File: src/rtl/pdlz_pkg.sv
`timescale 1ns / 1ps

package pdlz_pkg;

    localparam int WINDOW_DEPTH = 2048;
    localparam int HIST_AW      = $clog2(WINDOW_DEPTH);
    localparam int CNT_W        = HIST_AW + 1;

    localparam logic [CNT_W-1:0] PROD_MAX   = CNT_W'(WINDOW_DEPTH);
    localparam logic [7:0]       SPACE_BYTE = 8'h20;
    localparam logic [7:0]       XOR_MASK   = 8'h80;
    localparam logic [7:0]       LIT_LOW    = 8'h09;
    localparam logic [7:0]       LIT_HIGH   = 8'h7f;
    localparam logic [7:0]       SPACE_LOW  = 8'hc0;
    localparam logic [3:0]       RUN_MAX    = 4'd8;
    localparam logic [3:0]       MIN_LEN    = 4'd3;

    typedef enum logic [2:0] {
        S_IDLE,
        S_DECODE,
        S_SECOND,
        S_COPY,
        S_ERROR
    } t_state;

    typedef enum logic [2:0] {
        SRC_IN,
        SRC_SPACE,
        SRC_XOR,
        SRC_HIST,
        SRC_ERR
    } t_src;

    typedef enum logic [2:0] {
        CLS_STOPPED,
        CLS_PAIR2,
        CLS_RAW,
        CLS_LIT,
        CLS_RUN,
        CLS_SPACE,
        CLS_PAIR1
    } t_cls;

    typedef enum logic [1:0] {
        STAT_OK    = 2'd0,
        STAT_TRUNC = 2'd1,
        STAT_DIST  = 2'd2
    } t_status;

    typedef struct packed {
        logic    load_in;
        logic    emit;
        t_src    src;
        logic    lor;
        logic    rend;
        logic    raw_set;
        logic    raw_dec;
        logic    pair_set;
        logic    pair_clr;
        logic    err_set;
        t_status err_code;
        logic    stop_set;
        logic    close;
        logic    copy_start;
    } t_dp_cmd;

    typedef struct packed {
        logic out_free;
        t_cls cls;
        logic last;
        logic dist_bad;
        logic raw_more;
        logic copy_last;
    } t_dp_sts;

endpackage

File: src/rtl/pdlz_ctrl.sv
`timescale 1ns / 1ps

module pdlz_ctrl (
    input  logic             i_clk,
    input  logic             i_rst_n,
    input  logic             i_in_valid,
    output logic             o_in_ready,
    input  pdlz_pkg::t_dp_sts i_sts,
    output pdlz_pkg::t_dp_cmd o_cmd
);
    import pdlz_pkg::*;

    t_state r_state;
    t_state n_state;

    always_ff @(posedge i_clk) begin
        if (!i_rst_n) begin
            r_state <= S_IDLE;
        end else begin
            r_state <= n_state;
        end
    end

    always_comb begin
        n_state = r_state;
        unique case (r_state)
            S_IDLE: begin
                if (i_in_valid) begin
                    n_state = S_DECODE;
                end
            end
            S_DECODE: begin
                if (i_sts.out_free) begin
                    unique case (i_sts.cls)
                        CLS_PAIR2: n_state = i_sts.dist_bad ? S_ERROR : S_COPY;
                        CLS_RAW:   n_state = (i_sts.last && i_sts.raw_more) ? S_ERROR : S_IDLE;
                        CLS_RUN:   n_state = i_sts.last ? S_ERROR : S_IDLE;
                        CLS_PAIR1: n_state = i_sts.last ? S_ERROR : S_IDLE;
                        CLS_SPACE: n_state = S_SECOND;
                        default:   n_state = S_IDLE;
                    endcase
                end
            end
            S_SECOND: begin
                if (i_sts.out_free) begin
                    n_state = S_IDLE;
                end
            end
            S_COPY: begin
                if (i_sts.out_free && i_sts.copy_last) begin
                    n_state = S_IDLE;
                end
            end
            S_ERROR: begin
                if (i_sts.out_free) begin
                    n_state = S_IDLE;
                end
            end
            default: n_state = S_IDLE;
        endcase
    end

    always_comb begin
        o_in_ready = (r_state == S_IDLE);
        o_cmd          = '0;
        o_cmd.src      = SRC_IN;
        o_cmd.err_code = STAT_OK;
        o_cmd.load_in  = (r_state == S_IDLE) && i_in_valid;
        unique case (r_state)
            S_IDLE: begin
            end
            S_DECODE: begin
                if (i_sts.out_free) begin
                    unique case (i_sts.cls)
                        CLS_STOPPED: begin
                            o_cmd.close = i_sts.last;
                        end
                        CLS_PAIR2: begin
                            o_cmd.pair_clr = 1'b1;
                            if (i_sts.dist_bad) begin
                                o_cmd.err_set  = 1'b1;
                                o_cmd.err_code = STAT_DIST;
                            end else begin
                                o_cmd.copy_start = 1'b1;
                            end
                        end
                        CLS_RAW: begin
                            o_cmd.emit    = 1'b1;
                            o_cmd.src     = SRC_IN;
                            o_cmd.raw_dec = 1'b1;
                            if (i_sts.last && i_sts.raw_more) begin
                                o_cmd.err_set  = 1'b1;
                                o_cmd.err_code = STAT_TRUNC;
                            end else begin
                                o_cmd.lor   = 1'b1;
                                o_cmd.rend  = i_sts.last;
                                o_cmd.close = i_sts.last;
                            end
                        end
                        CLS_LIT: begin
                            o_cmd.emit  = 1'b1;
                            o_cmd.src   = SRC_IN;
                            o_cmd.lor   = 1'b1;
                            o_cmd.rend  = i_sts.last;
                            o_cmd.close = i_sts.last;
                        end
                        CLS_RUN: begin
                            o_cmd.raw_set = 1'b1;
                            if (i_sts.last) begin
                                o_cmd.err_set  = 1'b1;
                                o_cmd.err_code = STAT_TRUNC;
                            end
                        end
                        CLS_SPACE: begin
                            o_cmd.emit = 1'b1;
                            o_cmd.src  = SRC_SPACE;
                        end
                        CLS_PAIR1: begin
                            o_cmd.pair_set = 1'b1;
                            if (i_sts.last) begin
                                o_cmd.err_set  = 1'b1;
                                o_cmd.err_code = STAT_TRUNC;
                            end
                        end
                        default: begin
                        end
                    endcase
                end
            end
            S_SECOND: begin
                if (i_sts.out_free) begin
                    o_cmd.emit  = 1'b1;
                    o_cmd.src   = SRC_XOR;
                    o_cmd.lor   = 1'b1;
                    o_cmd.rend  = i_sts.last;
                    o_cmd.close = i_sts.last;
                end
            end
            S_COPY: begin
                if (i_sts.out_free) begin
                    o_cmd.emit  = 1'b1;
                    o_cmd.src   = SRC_HIST;
                    o_cmd.lor   = i_sts.copy_last;
                    o_cmd.rend  = i_sts.copy_last && i_sts.last;
                    o_cmd.close = i_sts.copy_last && i_sts.last;
                end
            end
            S_ERROR: begin
                if (i_sts.out_free) begin
                    o_cmd.emit     = 1'b1;
                    o_cmd.src      = SRC_ERR;
                    o_cmd.lor      = 1'b1;
                    o_cmd.rend     = 1'b1;
                    o_cmd.stop_set = 1'b1;
                    o_cmd.close    = i_sts.last;
                end
            end
            default: begin
            end
        endcase
    end

    // copy must hold while the output slot is busy
    a_copy_hold: assert property (@(posedge i_clk) disable iff (!i_rst_n)
        (r_state == S_COPY) && !i_sts.out_free |=> (r_state == S_COPY))
        else $error("copy left while output stalled");

endmodule

File: config.mk
export PLATFORM = sky130hd
export DESIGN_NAME = pdlz_ctrl
export DESIGN_NICKNAME = d
export VERILOG_FILES = /design/src/rtl/pdlz_pkg.sv /design/src/rtl/pdlz_ctrl.sv
export SDC_FILE = /design/constraint.sdc
export NUM_CORES = 1
export LEC_CHECK = 0
export BUFFER_PORTS_ARGS = -buffer_cell sky130_fd_sc_hd__buf_2
export CORE_MARGIN = 2
export CORE_UTILIZATION = 43
export DETAILED_ROUTE_END_ITERATION = 8
export GPL_TIMING_DRIVEN = 0
export HOLD_SLACK_MARGIN = 0.12
export PLACE_DENSITY_LB_ADDON = 0.05
export SLEW_MARGIN = 10
export SYNTH_ARGS = -nofsm -noshare
export SYNTH_HDL_FRONTEND = slang
export SYNTH_SLANG_ARGS = --single-unit
File: constraint.sdc
create_clock -name i_clk -period 1.9 [get_ports i_clk]
set_input_delay 0.38 -clock i_clk [delete_from_list [all_inputs] [get_ports i_clk]]
set_output_delay 0.38 -clock i_clk [all_outputs]
set_load 0.02 [all_outputs]
==> reports/qor.yml, run 1 <==
min_path_type: "primary input to flop"
setup_slack_ns: 0.07638
yosys.cell_types.count: 37
worstPathArrival_ns: 1.44
areaGrowthSynthToFinish_pct: 44.32
netlist.area_leader.share_pct: 10.69
slew_headroom_pct: 77.88
dpl.hpwl_mm: 1.203
cp-start-kind: "primary input"
synth_common_cells: "nor2_1, nand2_1, nor2b_1, nor3_1"
num_rows: 13
nNetsFinal: 132
grt_pass1_vias: 560
tightest_slew_ns: 0.3311
grt_pass1_wl_mm: 2.366
drive_gt1_share_pct: 41.67
dp_cells: 128
drt_iter0_drc: 14
initial_utilization_pct: 44.86
status: "finished, final reports clean"
routedWlPerCell_um: 12.36
netlist_area_sq_um: 561.8
first_pass_iters: 4
cts_root_buf: "clkbuf_4"
cts_tree: "done"
critical_path_class: "primary input to output pin"
post-route-drc-count: 0
core_area_sq_um: 1252
finalSetupViolCount: 0
grt_usage_pct: 21.70
max_freq_ghz: 0.5484
finalNonFillerCells: 135
cts_hold_buf: 0
ff_latch_area_sq_um: 66.31
htree_num_levels: 1
synth.area.top_cells: "dfxtp_1, nor2_1, nor2b_1, nor3_1, nand2_1"
p_per_area_nw_per_um2: 386.7
power.leakage_uw: 0.0003801
antenna_left: 0
worstPathRequired_ns: 1.52
critPathSlowestCell: "and4bb_2"
period_needed_ns: 1.824
yosysSeqAreaShare_pct: 10.69
maxSlewViolCount: 0
cp_max_fo: 10
clock-sinks: 3
min_period_over_period_pct: 95.98
hold_violations: 0
syn-num-nets: 97
finClkSkew_ns: 0.003604
clock_path_buffers: 2
synth_top_area_cell: "dfxtp_1"
avgViaCountPerCell: 5.541
whs_ns: 0.4492
grt_overflow_total: 0
place_area_sq_um: 715.7
synth-seq-cells: 3
endpoint_kind: "output pin"
clk_pin_slew_ns: 0.04
io-pin-count: 29
final_area_sq_um: 810.8
crit_chain: "buf_2, buf_4, and4bb_2, buf_4, a32o_1, buf_2"
yosysWarnings: 0
yosysMostFrequentCell: "nor2_1"
io_buffers: 27
largest_reg_flops: 3
clkLatencyLatePin_ns: 0.23
cap_viol_max_count: 0
grt_max_degree: 11
rsz0062_at_grt: "false"
place_congestion: 0.8243
antenna_cells: 0
vias: 748
synth_edf_count: 0
regMostFlops: "r_state"
reg_top3: "r_state: 3 flops"
synthCells: 86
die_h_um: 40.15
async_reset_ff_share_pct: 0
antenna_found_initial: 0
cts_buffers: 3
max-vdd-ir-drop_mv: 0.2761
nFillCells: 133
synthFlopType: "dfxtp_1"
max_stage_delay_ns: 0.26
routed_wl_mm: 1.669
dieArea_sq_um: 1612
multi_input_area_sq_um: 486.7
syn_area_per_cell_sq_um: 6.532
die_w_um: 40.15
pre_cts_ws_ns: 0.01043
[cells by family after synthesis]
logic type / Yosys count / synth area share [%]
flip-flops: 3 / 10.69
AND/OR/NAND/NOR: 51 / 52.79
AO/OA/AOI/OAI: 24 / 29.62
buffers and inverters: 8 / 6.903
[final timing paths]
| kind | from | depth (start not counted) | endpoint | slack [ns] |
|---|---|---|---|---|
| hold / removal | i_rst_n | 2 | r_state[0]$_SDFFE_PN0P_ | 0.45 |
| hold reg to reg | r_state[2]$_SDFFE_PN0P_ | 2 | r_state[0]$_SDFFE_PN0P_ | 0.65 |
| setup reg to reg | r_state[1]$_SDFFE_PN0P_ | 3 | r_state[0]$_SDFFE_PN0P_ | 0.64 |
| setup / recovery | i_sts[7] | 6 | o_cmd[12] | 0.08 |
[repair_timing]
action,4_1_cts,5_1_grt
buffers inserted,0,3
resized for setup,8,10
pin swaps,0,1
setup endpoints to repair,3,4
[worst max-delay path: cells and delay by family]
kind	cells	cell delay, ns
buffers and inverters	4	0.57
and+or+nand+nor	1	0.26
AOI/OAI and AO/OA	1	0.23
[cells in the final DEF, fill, tap and decap left out, types with 2 or more instances in the layout]
cell and instances:
clkbuf_4 3, a21oi_1 3, nor2_1 10, nor3_1 6, dfxtp_2 2, nand2b_1 3
o31ai_1 2, o21ai_0 4, buf_4 5, a21o_1 3, nand3_1 4, and2_1 2
o21ai_1 4, nor2b_1 5, buf_2 29, nand2_1 7, buf_6 2, nor3b_1 2
[final cells by class]
class | count | share of cell area (%)
Buffer | 6 | 5.556
Clock buffer | 4 | 3.241
Inverter | 2 | 0.9259
Multi-Input combinational cell | 75 | 60.03
Sequential cell | 3 | 8.179
Tap cell | 15 | 2.315
Timing Repair Buffer | 30 | 19.75
[layer usage]
layer	vias to the layer above	track usage, %	part of all wire [%]
li1	387	-	-
met1	343	29.70	46
met2	18	33.87	50
met3	0	3.333	4.0
met4	0	7.759	0
met5	-	0	0
[through the flow]
| stage | TNS [ns] | total power [uW] | util (%) |
|---|---|---|---|
| after global placement | -0.007305 | 187.6 | 57.14 |
| after floorplan | 0 | 149.5 | - |
| after detailed placement | 0 | 188.3 | 57.14 |
| final | 0 | 313.5 | 64.74 |
| after CTS | 0 | 304.5 | 60.44 |
| after global routing | 0 | 345.0 | 64.74 |
[power breakdown]
| part | switching [uW] | internal [uW] | leakage (uW) |
|---|---|---|---|
| sequential | 5.41 | 65.7 | 0.0000260 |
| combinational | 78.6 | 55.4 | 0.000339 |
| clock | 29.9 | 78.5 | 0.0000150 |
Note: power is estimated with default switching activity, not from simulation.
==> run 2: changes to the inputs <==
Settings changed: CORE_AREA set to 2 2 39 41, CORE_MARGIN 2 to not set, CORE_UTILIZATION 43 to not set, CTS_BUF_LIST set to sky130_fd_sc_hd__clkbuf_8, DIE_AREA set to 0 0 41 43, SKIP_LAST_GASP set to 1.
==> reports/qor.yml, run 2 (synthesized netlist as in run 1, its figures left out) <==
clock_path_buffers: 2  # unchanged
grt_usage_pct: 20.58  # was 21.70%
utilization_pct: 57.59  # was 64.74%
dieArea_sq_um: 1763  # was 1612 sq um
min_period_over_period_pct: 97.43  # was 95.98%
cap_viol_max_count: 0  # unchanged
cp-start-kind: "flop"  # was primary input
status: "finished, final reports clean"  # unchanged
p_per_area_nw_per_um2: 470.1  # was 386.7 nW/um^2
core_area_sq_um: 1384  # was 1252 sq um
num_rows: 14  # was 13
nNetsFinal: 130  # was 132
tightest_slew_ns: 0.2964  # was 0.3311 ns
io_buffers: 27  # unchanged
finClkSkew_ns: 0.002788  # was 0.003604 ns
critical_path_class: "flop to output pin"  # was primary input to output pin
max-vdd-ir-drop_mv: 0.3050  # was 0.2761 mV
cp_max_fo: 9  # was 10
regMostFlops: "r_state"  # unchanged
multi_input_area_sq_um: 479.2  # was 486.7 sq um
largest_reg_flops: 3  # unchanged
cts_tree: "done"  # unchanged
grt_pass1_vias: 626  # was 560
grt_pass1_wl_mm: 2.594  # was 2.366 mm
setup_tns_ns: 0  # unchanged
worstPathRequired_ns: 1.52  # about the same
antenna_found_initial: 0  # unchanged
cts_buffers: 3  # unchanged
slew_headroom_pct: 80.20  # was 77.88%
hold-path-cell-count: 3  # was 2
clkLatencyLatePin_ns: 0.21  # was 0.23 ns
endpoint_kind: "output pin"  # unchanged
wl_met2_um: 783  # was 827 um
die_w_um: 41  # was 40.15 um
final_common_cell: "buf_2"  # unchanged
regToRegEndpoint: "r_state[1]$_SDFFE_PN0P_"  # was r_state[0]$_SDFFE_PN0P_
routedWlPerCell_um: 11.96  # was 12.36 um
min_path_type: "primary input to flop"  # unchanged
die_h_um: 43  # was 40.15 um
htree_num_levels: 1  # unchanged
holdCritStartpoint: "i_rst_n"  # unchanged
avgViaCountPerCell: 5.507  # was 5.541
r2r_cells: 4  # was 3
r2r_start: "r_state[0]$_SDFFE_PN0P_"  # was r_state[1]$_SDFFE_PN0P_
drive_gt1_share_pct: 39.83  # was 41.67%
worstPathArrival_ns: 1.47  # was 1.44 ns
max_freq_ghz: 0.5402  # was 0.5484 GHz
initial_utilization_pct: 40.60  # was 44.86%
antenna_cells: 0  # unchanged
antenna_left: 0  # unchanged
reg2reg_slack_ns: 0.66  # was 0.64 ns
layout_common_cells: "buf_2, nor2_1, nand2_1"  # unchanged
reg_top3: "r_state: 3 flops"  # unchanged
clk_pin_slew_ns: 0.03  # was 0.04 ns
whs_endpoint: "r_state[2]$_SDFFE_PN0P_"  # was r_state[0]$_SDFFE_PN0P_
grt_overflow_total: 0  # unchanged
maxSlewViolCount: 0  # unchanged
routed_wl_mm: 1.603  # was 1.669 mm
first_pass_iters: 4  # unchanged
dpl.hpwl_mm: 1.216  # was 1.203 mm
nFillCells: 146  # was 133
drt-met1-wl_um: 755  # was 774 um
wl_met3_um: 64  # was 67 um
cts_root_buf: "clkbuf_8"  # was clkbuf_4
drt_iter0_drc: 12  # was 14
setup_slack_ns: 0.04877  # was 0.07638 ns
place_congestion: 0.7775  # was 0.8243
top_layer: "met3"  # unchanged
post-route-drc-count: 0  # unchanged
clock-sinks: 3  # unchanged
period_needed_ns: 1.851  # was 1.824 ns
power.leakage_uw: 0.0003791  # was 0.0003801 uW
grt_max_degree: 11  # unchanged
rsz0062_at_grt: "false"  # unchanged
ff_latch_area_sq_um: 62.56  # was 66.31 sq um
io-pin-count: 29  # unchanged
vias: 738  # was 748
hold_violations: 0  # unchanged
finalSetupViolCount: 0  # unchanged
areaGrowthSynthToFinish_pct: 41.87  # was 44.32%
pre_cts_ws_ns: -0.07388  # was 0.01043 ns
run 2: cell types whose count changed in the layout (fill, tap and decap cells not counted), sizes merged:
cell | previous run | this run
buf | 36 | 34
inv | 2 | 3
clkbuf | 4 | 3
run 2: timing repair:
item                       in CTS  in global routing
hold buffers                    0                  0
pin swaps                       1                  1
cloned                          0                  0
resized for setup               5                  9
buffers inserted                1                  0
setup endpoints to repair       2                  6
hold endpoints to repair        0                  0
run 2: worst max-delay path, stage by stage (launching register included):
cell,delay (ns)
dfxtp_1,0.44
and4bb_2,0.30
buf_4,0.14
a32o_1,0.23
buf_2,0.15
run 2: worst max path at each step:
stage	endpoint	depth (start not counted)	slack (ns)	from
global route	o_cmd[1]	6	0.0005	i_sts[4]
detailed placement	o_cmd[1]	6	-0.07	i_sts[4]
CTS	o_cmd[10]	5	0.0001	r_state[1]$_SDFFE_PN0P_
global placement	o_cmd[1]	6	-0.11	i_sts[4]
floorplan	o_cmd[15]	5	0.05	i_sts[7]
finish	o_cmd[12]	4	0.05	r_state[2]$_SDFFE_PN0P_
run 2: layout make-up:
cell class | count | area share (%)
tap | 16 | 2.512
buffer | 6 | 4.710
inverter | 2 | 0.9419
clock inverter | 1 | 0.4710
multi-input combinational | 75 | 60.13
sequential | 3 | 7.849
timing repair buffer | 28 | 18.21
clock buffer | 3 | 5.181
run 2: per-stage QoR:
| stage | hold slack (ns) | total power, uW | area (sq um) | std cells |
|---|---|---|---|---|
| CTS | 0.4474 | 375.3 | 779.5 | 134 |
| finish | 0.4467 | 374.7 | 797.0 | 134 |
| floorplan | 0.5174 | 149.5 | 561.8 | 86 |
| global placement | 0.6790 | 188.2 | 716.9 | 129 |
| global route | 0.4607 | 400.4 | 797.0 | 134 |
| detailed placement | 0.6640 | 188.8 | 716.9 | 129 |
run 2: power breakdown:
group	switching, uW	internal, uW
clock network	39.8	137
logic	76.2	50.0
registers	4.48	66.9
total	120	254
run 2: routing by layer:
| layer | track usage, % | vias up |
|---|---|---|
| met2 | 33.44 | 15 |
| met5 | 0 | - |
| met3 | 3.665 | 0 |
| met4 | 4.000 | 0 |
| met1 | 27.33 | 342 |
| li1 | - | 381 |
